[config.mk]
export PLATFORM = sky130hd
export DESIGN_NAME = pfc_decode
export DESIGN_NICKNAME = d
export VERILOG_FILES = /design/src/rtl/core/pfc_pkg.sv /design/src/rtl/core/pfc_decode.sv
export SDC_FILE = /design/constraint.sdc
export NUM_CORES = 1
export LEC_CHECK = 0
export BUFFER_PORTS_ARGS = -buffer_cell sky130_fd_sc_hd__buf_2
export CAP_MARGIN = 10
export CORE_MARGIN = 4
export CORE_UTILIZATION = 39
export CTS_CLUSTER_DIAMETER = 50
export DETAILED_ROUTE_END_ITERATION = 8
export PLACE_DENSITY = 0.69
export SYNTH_ARGS = -nofsm -noshare
export SYNTH_HDL_FRONTEND = slang
export SYNTH_SLANG_ARGS = --single-unit
[constraint.sdc]
create_clock -name clk -period 1 [get_ports clk]
set_input_delay 0 -clock clk [delete_from_list [all_inputs] [get_ports clk]]
set_output_delay 0 -clock clk [all_outputs]
set_load 0.03 [all_outputs]
[src/rtl/core/pfc_pkg.sv]
// ----------------------------------------------------------------------------
// pfc_pkg
// Shared types and constants for the pixel format converter: format codes,
// conversion routes and the control bundle that travels down the pipeline.
// ----------------------------------------------------------------------------
package pfc_pkg;

	// Widths of the pixel word and of a format code.
	localparam int PixelWidth = 32;
	localparam int FmtWidth   = 4;
	localparam int CfgIdxWidth = 1;

	// Format codes, as written into the format registers.
	localparam logic [FmtWidth-1:0] FMT_A8       = 4'd0;
	localparam logic [FmtWidth-1:0] FMT_RGB565   = 4'd1;
	localparam logic [FmtWidth-1:0] FMT_BGR565   = 4'd2;
	localparam logic [FmtWidth-1:0] FMT_RGBA4444 = 4'd3;
	localparam logic [FmtWidth-1:0] FMT_BGRA4444 = 4'd4;
	localparam logic [FmtWidth-1:0] FMT_RGBA5551 = 4'd5;
	localparam logic [FmtWidth-1:0] FMT_BGRA5551 = 4'd6;
	localparam logic [FmtWidth-1:0] FMT_RGB888   = 4'd7;
	localparam logic [FmtWidth-1:0] FMT_RGBA8888 = 4'd8;
	localparam logic [FmtWidth-1:0] FMT_BGRA8888 = 4'd9;

	// Configuration register indexes.
	localparam logic [CfgIdxWidth-1:0] REG_SOURCE_FORMAT = 1'd0;
	localparam logic [CfgIdxWidth-1:0] REG_TARGET_FORMAT = 1'd1;

	// Division of a nibble product (at most 225) by 15 as a multiply by
	// 137/2048; the error stays below one unit over that range.
	localparam logic [7:0] Recip15  = 8'd137;
	localparam int         DivShift = 11;
	localparam int         QuotWidth = 15;

	// How a transaction is converted.
	typedef enum logic [2:0] {
		ROUTE_NONE,
		ROUTE_PASS,
		ROUTE_DIRECT,
		ROUTE_PREMUL_RGB,
		ROUTE_PREMUL_BGR
	} route_t;

	// Control bundle carried alongside the pixel data.
	typedef struct packed {
		logic                valid;
		route_t              route;
		logic [FmtWidth-1:0] src_fmt;
		logic [FmtWidth-1:0] dst_fmt;
	} pfc_ctl_t;

endpackage

[src/rtl/core/pfc_decode.sv]
// ----------------------------------------------------------------------------
// pfc_decode
// First pipeline stage: captures the source pixel and decides from the format
// pair which conversion route the transaction takes.
// ----------------------------------------------------------------------------
module pfc_decode import pfc_pkg::*; (
	input  logic                  clk,
	input  logic                  arst_n,
	input  logic                  en,
	input  logic                  in_valid,
	input  logic [PixelWidth-1:0] in_pixel,
	input  logic [FmtWidth-1:0]   src_fmt,
	input  logic [FmtWidth-1:0]   dst_fmt,
	output pfc_ctl_t              ctl_s1,
	output logic [PixelWidth-1:0] pixel_s1
);

	logic                valid_s1;
	route_t              route_s1;
	logic [FmtWidth-1:0] src_fmt_s1;
	logic [FmtWidth-1:0] dst_fmt_s1;
	route_t              route_d;

	// Route selection for the format pair.
	always_comb begin
		route_d = ROUTE_NONE;
		if (src_fmt == dst_fmt) begin
			route_d = ROUTE_PASS;
		end else begin
			unique case (src_fmt)
				FMT_A8: begin
					if (dst_fmt >= FMT_RGB565 && dst_fmt <= FMT_BGRA8888)
						route_d = ROUTE_DIRECT;
				end
				FMT_RGB565, FMT_BGR565: begin
					if (dst_fmt <= FMT_BGRA8888)
						route_d = ROUTE_DIRECT;
				end
				FMT_RGBA4444: begin
					unique case (dst_fmt)
						FMT_A8, FMT_BGRA4444: route_d = ROUTE_DIRECT;
						FMT_RGB565:           route_d = ROUTE_PREMUL_RGB;
						FMT_BGR565:           route_d = ROUTE_PREMUL_BGR;
						default:              route_d = ROUTE_NONE;
					endcase
				end
				default: route_d = ROUTE_NONE;
			endcase
		end
	end

	// Valid bit of the stage.
	always_ff @(posedge clk or negedge arst_n) begin
		if (!arst_n)
			valid_s1 <= 1'b0;
		else if (en)
			valid_s1 <= in_valid;
	end

	// Stage payload.
	always_ff @(posedge clk) begin
		if (en) begin
			pixel_s1   <= in_pixel;
			route_s1   <= route_d;
			src_fmt_s1 <= src_fmt;
			dst_fmt_s1 <= dst_fmt;
		end
	end

	assign ctl_s1 = '{valid: valid_s1, route: route_s1, src_fmt: src_fmt_s1,
		dst_fmt: dst_fmt_s1};

endmodule

==> run summary <==
Worst-margin pin slew: 0.449 ns
Power, Total: 4.26 mW
Switch share: 0.245
Crit path cell chain: buf_2 > or4_1 > o31ai_2 > nor3_1
Number of global-route vias before repair: 1245
Post-route clock period utilization: 0.890
Maxcap violations: 0
CP top delay family: simple AND/OR/NAND/NOR gates
CTS clk-pin slew, worst paths: 0.07 ns
Hold Crit Start: dst_fmt[2]
Largest cells by area after synthesis: edfxtp_1, xor2_1, dfrtp_1
DRT Pass-1 Iters: 4
Post-DR vias/cell: 4.60
Fin crit period: 0.890 ns
Worst-case reg-to-reg path depth: 1
Pint: 3.22 mW
Place WS: -0.192 ns
VDD IR max: 0.00138 V
Hold crit path type: in -> reg
Mean area per synthesized cell: 22.5 um^2
Synth Cell Area: 1460 um^2
CTS tree: done
Setup Fix Bufs, Post-CTS: 0
Global-route wire length before repair: 6290 um
Leading area contributor after synthesis: edfxtp_1
Final Hold Viols: 0
Worst hold endpoint: dst_fmt_s1[2]
Gate power share: 0.179
FF-to-FF End: valid_s1
Synth unique cells: 18
Share of the synthesized area in the top cell type: 0.882
Sw Pwr: 1.05 mW
Drt drc: 0
Fraction of layout cells with a size suffix above 1: 0.517
Total number of vias: 1146
Relative max-transition margin: 0.698
Post-Syn Instances: 65
Global route overflow: 0
CTS Buf Count: 5
Fillers: 239
GP Congestion: 0.831
Warnings from Yosys: 0
Row Count: 21
Layout net count: 246
Die height: 69.3 um
Starting Density: 0.422
Final WS setup: 0.110 ns
P&R area growth vs syn: 71.2%
CTS sink count: 44
Number of antenna-violating nets in the routed design: 0
Worst Setup End Kind: flip-flop
H-tree depth: 2
Total GRT Usage: 0.169
Syn Nets: 109
Post-layout util: 0.723
Final instance area: 2510 um^2
Multi-input logic area: 136 um^2
Worst R2R Setup Slack: 0.23 ns
Antenna violations before repair: 0
HPWL Detailed: 2350 um
Routed wire per std cell: 14.9 um
Slew Limit Fails: 0
PwrDens: 1700 nW/um^2
Status: finished clean
Clock latency at the later pin of the worst-skew pair: 0.28 ns
LEAKAGE: 1.07 nW
Crit-path max FO: 2
Largest net degree at the start of global routing: 23
Antenna diodes: 0
Worst R2R Start: valid_s1
Cell depth of the worst hold path: 2
Area occupied by registers: 1320 um^2
Root Driver: clkbuf_8
Drt initial violations: 85
CORE AREA: 3470 um^2
CP Launch Type: primary input
Final setup vio count: 0
Sequential share of the synthesized area: 0.899
Ports: 88
Critical path buffer and inverter count: 1
Unrepaired setup endpoints after global routing: false
Slowest cell on crit path: or4_1
FF+latch count, synth: 44
WS Path Type: in -> reg
Maximum clock insertion buffer count: 2
Sequential Power Share: 0.521
Drt total wl: 3720 um
DIE AREA: 4800 um^2
Cell area after placement: 2030 um^2
Clock power share: 0.299
Clock Skew: 0 ns
Die width: 69.3 um
Req. time, crit path: 1.02 ns
Buffers on Ports: 87
WP data arrival: 0.91 ns
Slowest cell delay on critical path: 0.53 ns
Fmax: 1120 MHz
-- cells in the final DEF (no fill, tap or decap), types with 2 or more instances in the layout --
master / count
buf_2: 87
edfxtp_1: 43
dlygate4sd3_1: 36
buf_4: 6
clkbuf_8: 5
xor2_1: 4
nor2_1: 2
a31oi_1: 2
buf_12: 2
-- layer usage --
| metal | track usage | vias to the layer above | part of all wire |
|---|---|---|---|
| li1 | - | 531 | - |
| met1 | 0.181 | 539 | 0.35 |
| met2 | 0.294 | 74 | 0.53 |
| met3 | 0.0812 | 2 | 0.11 |
| met4 | 0.0456 | 0 | 0.0046 |
| met5 | 0 | - | 0 |
-- worst max path at each step --
stage,from,to,cells past startpoint
after CTS,dst_fmt[2],route_s1[1],4
after detailed placement,dst_fmt[2],route_s1[1],4
after global placement,dst_fmt[2],route_s1[1],4
final,dst_fmt[2],route_s1[1],4
after global routing,src_fmt[1],route_s1[1],5
after floorplan,dst_fmt[2],route_s1[1],3
-- through the flow --
stage / setup TNS (ns) / instances / hold WS [ns]
global placement: -0.167 / 205 / -0.221
floorplan: -0.0338 / 65 / -0.296
CTS: 0 / 249 / 0.00687
global route: 0 / 249 / 0.0130
detailed placement: -0.328 / 205 / -0.224
finish: 0 / 249 / 0.0273
-- cell usage after synthesis --
cell,number
nor2_1,2
o21bai_1,1
or4_1,1
nor3_1,1
edfxtp_1,43
nor4_1,1
buf_4,1
a21oi_1,1
inv_1,1
o31ai_2,1
nand4_1,1
mux2_2,1
nor3b_1,1
xor2_1,4
nand2b_1,1
dfrtp_1,1
o22ai_1,1
a31oi_1,2
-- kinds of logic after synthesis --
logic type | Yosys count | share of synthesized area
multiplexers | 1 | 0.00769
XOR/XNOR | 4 | 0.0239
flip-flops | 44 | 0.899
AO/OA/AOI/OAI | 6 | 0.0299
buffers and inverters | 2 | 0.00769
AND/OR/NAND/NOR | 8 | 0.0316
-- final cells by class --
class | instances | share of cell area
well taps | 46 | 0.0230
inverters | 1 | 0.00150
clock inverters | 3 | 0.0170
multi-input cells | 19 | 0.0544
clock buffers | 5 | 0.0275
repair buffers | 131 | 0.351
flip-flops and latches | 44 | 0.525
-- what timing repair did --
| action | in CTS | in global routing |
|---|---|---|
| gates resized for setup | 0 | 0 |
| hold endpoints to repair | 36 | 0 |
| hold buffers | 36 | 0 |
-- registers in the layout (all words and copies together) (netlist names) --
name,count
dst_fmt_s1,4
pixel_s1,32
route_s1,3
src_fmt_s1,4
valid_s1,1
-- power by group through the flow --
stage / sequential (mW) / clock (mW) / combinational, mW
floorplan: 2.55 / 0 / 0.0481
global placement: 2.25 / 0 / 0.638
detailed placement: 2.26 / 0 / 0.649
CTS: 2.21 / 1.33 / 0.760
global route: 2.24 / 1.43 / 0.807
finish: 2.22 / 1.28 / 0.763
Power figures use the tool's default switching activity.
