==> src/rtl/core/pfc_pkg.sv <==
// ----------------------------------------------------------------------------
// pfc_pkg
// Shared types and constants for the pixel format converter: format codes,
// conversion routes and the control bundle that travels down the pipeline.
// ----------------------------------------------------------------------------
package pfc_pkg;

	// Widths of the pixel word and of a format code.
	localparam int PixelWidth = 32;
	localparam int FmtWidth   = 4;
	localparam int CfgIdxWidth = 1;

	// Format codes, as written into the format registers.
	localparam logic [FmtWidth-1:0] FMT_A8       = 4'd0;
	localparam logic [FmtWidth-1:0] FMT_RGB565   = 4'd1;
	localparam logic [FmtWidth-1:0] FMT_BGR565   = 4'd2;
	localparam logic [FmtWidth-1:0] FMT_RGBA4444 = 4'd3;
	localparam logic [FmtWidth-1:0] FMT_BGRA4444 = 4'd4;
	localparam logic [FmtWidth-1:0] FMT_RGBA5551 = 4'd5;
	localparam logic [FmtWidth-1:0] FMT_BGRA5551 = 4'd6;
	localparam logic [FmtWidth-1:0] FMT_RGB888   = 4'd7;
	localparam logic [FmtWidth-1:0] FMT_RGBA8888 = 4'd8;
	localparam logic [FmtWidth-1:0] FMT_BGRA8888 = 4'd9;

	// Configuration register indexes.
	localparam logic [CfgIdxWidth-1:0] REG_SOURCE_FORMAT = 1'd0;
	localparam logic [CfgIdxWidth-1:0] REG_TARGET_FORMAT = 1'd1;

	// Division of a nibble product (at most 225) by 15 as a multiply by
	// 137/2048; the error stays below one unit over that range.
	localparam logic [7:0] Recip15  = 8'd137;
	localparam int         DivShift = 11;
	localparam int         QuotWidth = 15;

	// How a transaction is converted.
	typedef enum logic [2:0] {
		ROUTE_NONE,
		ROUTE_PASS,
		ROUTE_DIRECT,
		ROUTE_PREMUL_RGB,
		ROUTE_PREMUL_BGR
	} route_t;

	// Control bundle carried alongside the pixel data.
	typedef struct packed {
		logic                valid;
		route_t              route;
		logic [FmtWidth-1:0] src_fmt;
		logic [FmtWidth-1:0] dst_fmt;
	} pfc_ctl_t;

endpackage

==> src/rtl/core/pfc_assemble.sv <==
// ----------------------------------------------------------------------------
// pfc_assemble
// Third pipeline stage and output register: divides the alpha products by
// fifteen, packs the premultiplied 565 word and selects the final result.
// ----------------------------------------------------------------------------
module pfc_assemble import pfc_pkg::*; (
	input  logic                  clk,
	input  logic                  arst_n,
	input  logic                  en,
	input  pfc_ctl_t              ctl_s2,
	input  logic [PixelWidth-1:0] direct_s2,
	input  logic [7:0]            prod_r_s2,
	input  logic [7:0]            prod_g_s2,
	input  logic [7:0]            prod_b_s2,
	output logic                  valid_s3,
	output logic [PixelWidth-1:0] pixel_s3,
	output logic                  supported_s3
);

	logic [QuotWidth-1:0]  scaled_r;
	logic [QuotWidth-1:0]  scaled_g;
	logic [QuotWidth-1:0]  scaled_b;
	logic [3:0]            quot_r;
	logic [3:0]            quot_g;
	logic [3:0]            quot_b;
	logic [PixelWidth-1:0] pixel_d;
	logic                  supported_d;

	// Truncating division by fifteen through the reciprocal.
	assign scaled_r = QuotWidth'(prod_r_s2) * QuotWidth'(Recip15);
	assign scaled_g = QuotWidth'(prod_g_s2) * QuotWidth'(Recip15);
	assign scaled_b = QuotWidth'(prod_b_s2) * QuotWidth'(Recip15);
	assign quot_r   = scaled_r[DivShift +: 4];
	assign quot_g   = scaled_g[DivShift +: 4];
	assign quot_b   = scaled_b[DivShift +: 4];

	// Result selection by route.
	always_comb begin
		pixel_d     = '0;
		supported_d = 1'b1;
		unique case (ctl_s2.route)
			ROUTE_PASS, ROUTE_DIRECT:
				pixel_d = direct_s2;
			ROUTE_PREMUL_RGB:
				pixel_d = {16'h0, quot_r, 1'b0, quot_g, 2'b00, quot_b, 1'b0};
			ROUTE_PREMUL_BGR:
				pixel_d = {16'h0, quot_b, 1'b0, quot_g, 2'b00, quot_r, 1'b0};
			default: begin
				pixel_d     = '0;
				supported_d = 1'b0;
			end
		endcase
	end

	// Valid bit of the output register.
	always_ff @(posedge clk or negedge arst_n) begin
		if (!arst_n)
			valid_s3 <= 1'b0;
		else if (en)
			valid_s3 <= ctl_s2.valid;
	end

	// Output payload.
	always_ff @(posedge clk) begin
		if (en) begin
			pixel_s3     <= pixel_d;
			supported_s3 <= supported_d;
		end
	end

endmodule

==> config.mk <==
export PLATFORM = sky130hd
export DESIGN_NAME = pfc_assemble
export DESIGN_NICKNAME = d
export VERILOG_FILES = /design/src/rtl/core/pfc_pkg.sv /design/src/rtl/core/pfc_assemble.sv
export SDC_FILE = /design/constraint.sdc
export NUM_CORES = 1
export LEC_CHECK = 0
export ABC_AREA = 1
export BUFFER_PORTS_ARGS = -buffer_cell sky130_fd_sc_hd__buf_2
export CAP_MARGIN = 20
export CORE_ASPECT_RATIO = 1.1
export CORE_MARGIN = 2
export CORE_UTILIZATION = 52
export DETAILED_ROUTE_END_ITERATION = 8
export MAX_ROUTING_LAYER = met4
export PLACE_DENSITY = 0.81
export SKIP_CTS_REPAIR_TIMING = 1
export SKIP_LAST_GASP = 1
export SYNTH_ARGS = -nofsm -noshare
export SYNTH_HDL_FRONTEND = slang
export SYNTH_SLANG_ARGS = --single-unit
==> constraint.sdc <==
create_clock -name clk -period 0.8 [get_ports clk]
set_input_delay 0.04 -clock clk [delete_from_list [all_inputs] [get_ports clk]]
set_output_delay 0.04 -clock clk [all_outputs]
set_load 0.02 [all_outputs]
==> impl_metrics.py <==
metrics = {
    "sta": {
        "skew_ps": 0,
        "report.final.slew_viol_count": 0,
        "fin_ws_ps": -1280,
        "setup_viol": 47,
        "period_needed_ps": 2080,
        "worst_slew_pin_slew_ps": 366,
        "hold_slack_ps": 44.9,
        "hold_viol_final": 0,
        "finalCritPeriodShare": 2.60,
        "rsz0062_at_grt": "true",
        "slew_headroom": 0.755,
        "fmax_ghz": 0.481,
    },
    "synth": {
        "synth.most_common_cell": "ha_1",
        "syn_inst": 389,
        "yosysUniqueCellTypes": 32,
        "synth_top_area_cell": "ha_1",
        "synth_commonest_cells": "ha_1, nand2_1, nand3_1, nor2_1, inv_1",
        "synth_top_cells_by_area": "ha_1, edfxtp_1, nand2_1",
        "syn_nets": 544,
        "syn_area_per_cell_sq_um": 8.48,
        "synth_top_area_frac": 0.319,
        "seq_area_frac_synth": 0.308,
        "ys_ff_latch": 34,
        "async_flop_share": 0.0294,
        "synth_edf_count": 33,
        "synth.cell_area_sq_um": 3300,
        "synth-main-ff-cell": "edfxtp_1",
        "yosys_warnings": 0,
    },
    "status": {
        "outcome": "complete, but fails checks",
        "violations": "negative setup slack",
    },
    "cells_and_area": {
        "fillerInstances": 152,
        "multi_input_area_sq_um": 3270,
        "seqCellArea_sq_um": 1020,
        "syn_to_final_growth_pct": 77.7,
        "final_util": 0.952,
        "fin_nets": 697,
        "drive_gt1_frac": 0.597,
        "antenna_cells": 0,
    },
    "clock_tree": {
        "clock_latency_ps": 290,
        "clock_path_buffers": 2,
        "cts_sinks": 34,
        "htree_levels": 2,
        "cts_root_buffer": "clkbuf_8",
        "numCtsBuffers": 5,
        "path_clk_slew_ps": 70,
        "tritoncts": "yes",
    },
    "pwr": {
        "peakVddDrop_uv": 1310,
        "p_leak_nw": 2.60,
        "power_density_nw_per_um2": 1440,
    },
    "routing": {
        "vias_per_cell": 6.37,
        "wl_um": 15000,
        "drc_errors": 0,
        "wl_met1_um": 5120,
        "num_vias": 3970,
        "top_layer": "met4",
        "post_drt_wl_per_cell_um": 24.1,
        "dr.pass1.iters": 5,
        "wl_met2_um": 7410,
        "ant_nets": 0,
        "drt_iter0_drc": 442,
        "wl_met3_um": 1210,
    },
    "place": {
        "port_buffers": 96,
        "place.gp.congestion": 0.928,
        "dp_hpwl_um": 8000,
    },
    "worst_hold_path": {
        "hold_path_startpoint": "direct_s2[26]",
        "worstHoldPathType": "in -> reg",
    },
    "grt": {
        "grt_max_degree": 27,
        "grt_pass1_wl_um": 15100,
        "grt_pass1_vias": 3316,
        "grt_overflow": 0,
        "groute.usage.overall": 0.287,
        "antenna_found_initial": 0,
    },
    "floorplanning": {
        "die_x_um": 79.9,
        "dieArea_sq_um": 6990,
        "initial_core_util": 0.536,
        "ioPinCount": 105,
        "die_y_um": 87.5,
        "rows": 30,
        "core_sq_um": 6160,
    },
    "worst_setup_path": {
        "crit_start": "prod_r_s2[2]",
        "critPathKind": "in -> reg",
        "cp.arrival_ps": 2110,
        "r2r_slack_ps": -10,
        "timing.rr.start": "valid_s3",
        "worst_setup_path_start_kind": "input port",
        "crit_path_end": "pixel_s3[14]",
        "end_kind": "flop",
        "rr_endpoint": "valid_s3",
        "rr_worst_depth": 1,
        "crit_required_ps": 830,
        "crit_fanout": 2,
    },
    "job": {
        "cap_violations": 0,
    },
}
## power by group
group	total [W]	switching [W]	internal [W]
Clock	0.00135	0.000644	0.000702
Sequential	0.00223	0.0000869	0.00215
Combinational	0.00487	0.00254	0.00233
Total	0.00845	0.00327	0.00517
## through the flow
stage | setup WS [ps] | std cells | area, sq um | TNS, ps | total power [W]
detailed placement | -1350 | 611 | 5000 | -19350 | 0.00576
CTS | -1050 | 619 | 5090 | -13950 | 0.00705
finish | -1280 | 623 | 5860 | -16340 | 0.00845
global placement | -1300 | 611 | 5000 | -18580 | 0.00558
floorplan | -1030 | 389 | 4040 | -11270 | 0.00455
global route | -1290 | 623 | 5860 | -17050 | 0.00871
## registers in the layout (all words and copies together) (netlist names)
name	flops
supported_s3	1
valid_s3	1
pixel_s3	32
## worst min path at each step
stage / depth (start not counted) / slack (ps) / end
floorplan: 0 / -260 / valid_s3
global placement: 1 / -190 / valid_s3
detailed placement: 1 / -180 / valid_s3
CTS: 1 / -490 / valid_s3
global route: 1 / 50 / pixel_s3[30]
finish: 3 / 40 / pixel_s3[26]
## routing by layer
| metal | vias up | track usage |
|---|---|---|
| met5 | - | - |
| met4 | 0 | 0.0909 |
| met3 | 132 | 0.0436 |
| met2 | 343 | 0.515 |
| met1 | 1850 | 0.325 |
| li1 | 1645 | - |
## layout by cell type (no fill, tap or decap), types with 2 or more instances in the layout
cell type | netlist | layout
a21oi_1 | 13 | 2
a21oi_2 | 3 | 10
a21oi_4 | 0 | 4
buf_12 | 0 | 2
buf_2 | 2 | 52
buf_4 | 1 | 50
buf_6 | 0 | 40
buf_8 | 0 | 3
clkbuf_1 | 0 | 2
clkbuf_8 | 0 | 6
dlygate4sd3_1 | 0 | 2
edfxtp_1 | 33 | 33
ha_1 | 84 | 15
ha_4 | 0 | 68
inv_1 | 40 | 36
inv_2 | 9 | 12
nand2_1 | 82 | 52
nand2_2 | 1 | 27
nand2_4 | 0 | 4
nand3_1 | 44 | 27
nand3_2 | 1 | 18
nand4_1 | 5 | 5
nor2_1 | 41 | 31
nor2_2 | 1 | 7
nor2_4 | 1 | 5
nor3_2 | 0 | 3
o21ai_1 | 7 | 4
o21ai_2 | 1 | 5
o21bai_1 | 4 | 3
## critical path, cell delays in order
cell	delay, ps
buf_2	120
ha_1	300
ha_1	250
ha_4	290
nand3_1	90
o21bai_1	250
nand2_1	120
nand2_1	110
nand2_1	120
nand2_1	110
nand2_1	80
nand3_1	100
nand3_1	120
## area by class of cell
type	count	share of cell area
clock buffer	8	0.0154
inverter	49	0.0318
timing repair buffer	149	0.203
sequential	34	0.174
multi-input combinational	303	0.559
tap	80	0.0171
## logic make-up after synthesis
group / after synthesis / synth area share
adders and majority gates: 84 / 0.319
and+or+nand+nor: 184 / 0.246
AOI/OAI and AO/OA: 34 / 0.0630
buffers and inverters: 52 / 0.0611
muxes: 1 / 0.00342
DFF: 34 / 0.308
Note: power is estimated with default switching activity, not from simulation.
