[config.mk]
export PLATFORM = sky130hd
export DESIGN_NAME = pfc_expand
export DESIGN_NICKNAME = d
export VERILOG_FILES = /design/src/rtl/core/pfc_pkg.sv /design/src/rtl/core/pfc_expand.sv
export SDC_FILE = /design/constraint.sdc
export NUM_CORES = 1
export LEC_CHECK = 0
export BUFFER_PORTS_ARGS = -buffer_cell sky130_fd_sc_hd__buf_2
export CORE_MARGIN = 2
export CORE_UTILIZATION = 30
export CTS_CLUSTER_SIZE = 28
export DETAILED_ROUTE_END_ITERATION = 7
export PLACE_DENSITY = 0.52
export SYNTH_ARGS = -nofsm -noshare
export SYNTH_HDL_FRONTEND = slang
export SYNTH_SLANG_ARGS = --single-unit
[constraint.sdc]
create_clock -name clk -period 2.5 [get_ports clk]
set_clock_uncertainty 0.15 [all_clocks]
set_input_delay 0.125 -clock clk [delete_from_list [all_inputs] [get_ports clk]]
set_output_delay 0.125 -clock clk [all_outputs]
set_load 0.01 [all_outputs]
[src/rtl/core/pfc_pkg.sv]
// ----------------------------------------------------------------------------
// pfc_pkg
// Shared types and constants for the pixel format converter: format codes,
// conversion routes and the control bundle that travels down the pipeline.
// ----------------------------------------------------------------------------
package pfc_pkg;

	// Widths of the pixel word and of a format code.
	localparam int PixelWidth = 32;
	localparam int FmtWidth   = 4;
	localparam int CfgIdxWidth = 1;

	// Format codes, as written into the format registers.
	localparam logic [FmtWidth-1:0] FMT_A8       = 4'd0;
	localparam logic [FmtWidth-1:0] FMT_RGB565   = 4'd1;
	localparam logic [FmtWidth-1:0] FMT_BGR565   = 4'd2;
	localparam logic [FmtWidth-1:0] FMT_RGBA4444 = 4'd3;
	localparam logic [FmtWidth-1:0] FMT_BGRA4444 = 4'd4;
	localparam logic [FmtWidth-1:0] FMT_RGBA5551 = 4'd5;
	localparam logic [FmtWidth-1:0] FMT_BGRA5551 = 4'd6;
	localparam logic [FmtWidth-1:0] FMT_RGB888   = 4'd7;
	localparam logic [FmtWidth-1:0] FMT_RGBA8888 = 4'd8;
	localparam logic [FmtWidth-1:0] FMT_BGRA8888 = 4'd9;

	// Configuration register indexes.
	localparam logic [CfgIdxWidth-1:0] REG_SOURCE_FORMAT = 1'd0;
	localparam logic [CfgIdxWidth-1:0] REG_TARGET_FORMAT = 1'd1;

	// Division of a nibble product (at most 225) by 15 as a multiply by
	// 137/2048; the error stays below one unit over that range.
	localparam logic [7:0] Recip15  = 8'd137;
	localparam int         DivShift = 11;
	localparam int         QuotWidth = 15;

	// How a transaction is converted.
	typedef enum logic [2:0] {
		ROUTE_NONE,
		ROUTE_PASS,
		ROUTE_DIRECT,
		ROUTE_PREMUL_RGB,
		ROUTE_PREMUL_BGR
	} route_t;

	// Control bundle carried alongside the pixel data.
	typedef struct packed {
		logic                valid;
		route_t              route;
		logic [FmtWidth-1:0] src_fmt;
		logic [FmtWidth-1:0] dst_fmt;
	} pfc_ctl_t;

endpackage

[src/rtl/core/pfc_expand.sv]
// ----------------------------------------------------------------------------
// pfc_expand
// Second pipeline stage: forms the converted word for every route that is a
// plain rearrangement of bits, and the colour-times-alpha products for the
// premultiplied 565 outputs.
// ----------------------------------------------------------------------------
module pfc_expand import pfc_pkg::*; (
	input  logic                  clk,
	input  logic                  arst_n,
	input  logic                  en,
	input  pfc_ctl_t              ctl_s1,
	input  logic [PixelWidth-1:0] pixel_s1,
	output pfc_ctl_t              ctl_s2,
	output logic [PixelWidth-1:0] direct_s2,
	output logic [7:0]            prod_r_s2,
	output logic [7:0]            prod_g_s2,
	output logic [7:0]            prod_b_s2
);

	logic                  valid_s2;
	route_t                route_s2;
	logic [FmtWidth-1:0]   src_fmt_s2;
	logic [FmtWidth-1:0]   dst_fmt_s2;
	logic [PixelWidth-1:0] direct_d;
	logic [PixelWidth-1:0] hi_first;
	logic [PixelWidth-1:0] lo_first;
	logic [15:0]           s;
	logic [7:0]            b;
	logic                  rgb;

	assign s   = pixel_s1[15:0];
	assign b   = pixel_s1[7:0];
	assign rgb = (ctl_s1.src_fmt == FMT_RGB565);

	// 565 to 32-bit layouts: upper field in byte 0, or lower field in byte 0.
	assign hi_first = {8'hFF, s[4:0], 3'b000, s[10:5], 2'b00, s[15:11], 3'b000};
	assign lo_first = {8'hFF, s[15:11], 3'b000, s[10:5], 2'b00, s[4:0], 3'b000};

	// Bit rearrangement for the direct routes.
	always_comb begin
		direct_d = '0;
		if (ctl_s1.route == ROUTE_PASS) begin
			direct_d = pixel_s1;
		end else if (ctl_s1.src_fmt == FMT_A8) begin
			case (ctl_s1.dst_fmt)
				FMT_RGB565, FMT_BGR565:
					direct_d = {16'h0, b[7:3], b[7:2], b[7:3]};
				FMT_RGBA4444, FMT_BGRA4444:
					direct_d = {16'h0, 12'hFFF, b[7:4]};
				FMT_RGBA5551, FMT_BGRA5551:
					direct_d = {16'h0, 15'h7FFF, b[7]};
				FMT_RGB888:
					direct_d = {8'h00, b, b, b};
				FMT_RGBA8888, FMT_BGRA8888:
					direct_d = {b, 24'hFFFFFF};
				default:
					direct_d = '0;
			endcase
		end else if (ctl_s1.src_fmt == FMT_RGBA4444) begin
			case (ctl_s1.dst_fmt)
				FMT_A8:       direct_d = {24'h0, s[3:0], 4'h0};
				FMT_BGRA4444: direct_d = {16'h0, s[7:4], s[11:8], s[15:12], s[3:0]};
				default:      direct_d = '0;
			endcase
		end else begin
			// RGB565 and BGR565 sources.
			case (ctl_s1.dst_fmt)
				FMT_A8:
					direct_d = 32'h0000_00FF;
				FMT_RGB565, FMT_BGR565:
					direct_d = {16'h0, s[4:0], s[10:5], s[15:11]};
				FMT_RGBA4444:
					direct_d = rgb ? {16'h0, s[15:12], s[10:7], s[4:1], 4'hF}
						: {16'h0, s[4:1], s[10:7], s[15:12], 4'hF};
				FMT_BGRA4444:
					direct_d = rgb ? {16'h0, s[4:1], s[10:7], s[15:12], 4'hF}
						: {16'h0, s[15:12], s[10:7], s[4:1], 4'hF};
				FMT_RGBA5551:
					direct_d = rgb ? {16'h0, s[15:6], s[4:0], 1'b1}
						: {16'h0, s[4:0], s[10:6], s[15:11], 1'b1};
				FMT_BGRA5551:
					direct_d = rgb ? {16'h0, s[4:0], s[10:6], s[15:11], 1'b1}
						: {16'h0, s[15:6], s[4:0], 1'b1};
				FMT_RGB888:
					direct_d = rgb ? {8'h00, hi_first[23:0]} : {8'h00, lo_first[23:0]};
				FMT_RGBA8888:
					direct_d = rgb ? hi_first : lo_first;
				FMT_BGRA8888:
					direct_d = rgb ? lo_first : hi_first;
				default:
					direct_d = '0;
			endcase
		end
	end

	// Valid bit of the stage.
	always_ff @(posedge clk or negedge arst_n) begin
		if (!arst_n)
			valid_s2 <= 1'b0;
		else if (en)
			valid_s2 <= ctl_s1.valid;
	end

	// Stage payload: each colour nibble times the alpha nibble.
	always_ff @(posedge clk) begin
		if (en) begin
			route_s2   <= ctl_s1.route;
			src_fmt_s2 <= ctl_s1.src_fmt;
			dst_fmt_s2 <= ctl_s1.dst_fmt;
			direct_s2  <= direct_d;
			prod_r_s2  <= 8'(s[15:12]) * 8'(s[3:0]);
			prod_g_s2  <= 8'(s[11:8]) * 8'(s[3:0]);
			prod_b_s2  <= 8'(s[7:4]) * 8'(s[3:0]);
		end
	end

	assign ctl_s2 = '{valid: valid_s2, route: route_s2, src_fmt: src_fmt_s2,
		dst_fmt: dst_fmt_s2};

endmodule

==> impl_metrics.toml <==
[run_status]
status = "finished clean"

[clock_tree]
clk_latency_ns = 0.34
root_buffer = "clkbuf_16"
cts.sinks = 68
htreeDepth = 3
numCtsBuffers = 9
cts_buffer_depth = 2
path_clk_slew_ns = 0.06
cts_tree = "done"

[sta]
min_period_ns = 2.433
tns_ns = 0
max_freq_mhz = 411.0
finalCritPeriodShare = 0.9732
setup_violations = 0
rsz0062_at_grt = "yes"
slew_headroom = 0.5649
worst_pin_slew_ns = 0.6498
slew_viol_final = 0
finalHoldViolations = 0
fin_ws_ns = 0.06702

[logic_synthesis]
synth_seq_area_share = 0.3714
ys_types = 70
synth_top_family_by_area = "compound AO/OA/AOI/OAI gates"
ys.flop_type = "edfxtp_1"
synth_edf_count = 67
yosys.area_share.adder = 0.1259
ys_ff_latch = 68
synthXorXnorAreaFrac = 0.02714
syn_nets = 693
synth_simple_gate_area_frac = 0.1804
async_flop_share = 0.01471
synthMuxAreaShare = 0.03513
avgSynthCellArea_um2 = 9.173
ys_warn_count = 0
synthesis.area_um2 = 5485
syn_inst = 598
synth_compound_area_frac = 0.2042

[global_routing]
grt_use_total = 0.1999
grt_first_pass_wirelength_mm = 30.28
grt_start_max_net_pins = 69
overflow = 0
first_global_vias = 5394
antenna_found_initial = 0

[final_layout]
seq_area_um2 = 2037
nFillCells = 1859
n_antenna_cell = 0
fin_util = 0.4146
fin_nets = 885
design_area_um2 = 7448
drive_above_1_share = 0.3145
area_growth_pct = 35.79
multi_input_area_um2 = 3201

[floorplanning]
die_h_um = 139.2
die_w_um = 139.2
initial_core_util = 0.3054
dieArea_um2 = 19380
core_um2 = 17960
row_count = 49
pin_count = 115

[drt]
drtPass1Iterations = 5
drtIter0Drc = 406
ant_nets = 0
drc = 0
totalWireLength_mm = 19.60
wl_per_cell_um = 19.14
vias = 5406
vias_per_cell = 5.279

[setup_path]
path_class = "in -> reg"
required_ns = 2.52
cp.arrival_ns = 2.45
rrSetupSlack_ns = 1.61
crit_path_end_kind = "flop"
cp_max_fo = 12
startpoint_type = "primary input"

[power_and_ir_drop]
switching_power_mw = 1.158
swShare = 0.3080
powerDensity_nw_per_um2 = 504.6
vdd_drop_max_uv = 306.5
cellLeakagePower_nw = 3.234
power_mw = 3.758
p_comb_frac = 0.295
internal_power_mw = 2.601
p_clk_frac = 0.320
seqPwrFrac = 0.385

[placed_design]
pre_cts_ws_ns = -0.3662
portBuffers = 114
dpl.hpwl_mm = 14.65
gp_congestion = 0.9443
dpl_cell_area_um2 = 6830

[run]
cap_violations = 0

[worst_hold_path]
hold_class = "in -> reg"
==> layer usage <==
layer,track usage,up-vias,wire [µm]
met5,0,-,0
met4,0.07443,0,610
met3,0.05265,48,1496
met2,0.3150,242,8940
met1,0.2645,2561,8550
li1,-,2555,-
==> per-stage QoR <==
stage | std cells | hold slack [ns]
final | 1024 | 0.03404
after global routing | 1024 | 0.02411
after CTS | 1023 | 0.01749
after detailed placement | 980 | -0.2487
after global placement | 980 | -0.2497
after floorplan | 598 | -0.3206
==> power by group through the flow <==
stage / Sequential (mW) / Combinational [mW] / Clock, mW
3_3_place_gp: 1.47 / 1.04 / 0
4_1_cts: 1.45 / 1.09 / 1.23
5_1_grt: 1.46 / 1.22 / 1.27
6_report: 1.45 / 1.11 / 1.20
2_1_floorplan: 1.54 / 0.511 / 0
3_5_place_dp: 1.47 / 1.05 / 0
==> cell usage after synthesis (all sizes together), types with 4 or more instances <==
master	instances	share of area
nand2	72	0.050
edfxtp	67	0.37
o21ai	57	0.053
nor2	43	0.029
a21oi	42	0.038
and2	42	0.048
ha	36	0.082
clkbuf	35	0.024
inv	26	0.018
mux2i	17	0.031
buf	14	0.014
xnor2	14	0.022
fa	12	0.044
a21o	9	0.012
a22oi	8	0.011
nand3	7	0.0064
nor2b	7	0.0094
a221oi	6	0.011
a221o	5	0.0091
a31oi	4	0.0046
a32oi	4	0.0064
o211ai	4	0.0055
o22ai	4	0.0046
or3	4	0.0046
==> layout by cell type, fill, tap and decap left out, types with 27 or more instances in the layout <==
cell           instances
edfxtp_1              67
ha_1                  36
buf_2                108
nand2_1               66
o21ai_0               52
and2_1                41
dlygate4sd3_1         27
buf_4                 90
a21oi_1               37
nor2_1                43
==> worst max-delay path, stage by stage <==
cell and delay [ns]:
buf_2 0.11, dlygate4sd3_1 0.55, buf_4 0.16, or4_1 0.57
buf_4 0.22, nor2_1 0.20, nand2_1 0.23, o211ai_1 0.29
==> registers in the layout, indices dropped and copies added (netlist names) <==
| name | count |
|---|---|
| prod_b_s2 | 8 |
| valid_s2 | 1 |
| prod_r_s2 | 8 |
| route_s2 | 3 |
| prod_g_s2 | 8 |
| src_fmt_s2 | 4 |
| direct_s2 | 32 |
| dst_fmt_s2 | 4 |
==> kinds of logic after synthesis <==
group,after synthesis
fa+ha+maj,48
mux,19
simple gates,197
flops,68
buf+inv,75
compound gates,174
xor+xnor,17
==> final cells by class <==
cell class	instances	area share
Timing Repair Buffer	230	0.2078
Inverter	26	0.01310
Clock buffer	10	0.03208
Clock inverter	6	0.005375
Sequential cell	68	0.2735
Tap cell	229	0.03847
Multi-Input combinational cell	455	0.4297
==> worst paths after layout <==
path / startpoint / end / depth (start not counted)
max: ctl_s1[7] / direct_s2[8] / 8
min: ctl_s1[2] / dst_fmt_s2[2] / 1
max reg2reg: valid_s2 / valid_s2 / 1
min reg2reg: valid_s2 / valid_s2 / 1
max in group asynchronous: arst_n / valid_s2 / 3
min in group asynchronous: arst_n / valid_s2 / 3
==> what timing repair did <==
action,CTS,global route
buffers inserted,0,1
setup endpoints to repair,0,15
resized for setup,0,23
hold buffers,27,0
hold endpoints to repair,26,0
Power figures use the tool's default switching activity.
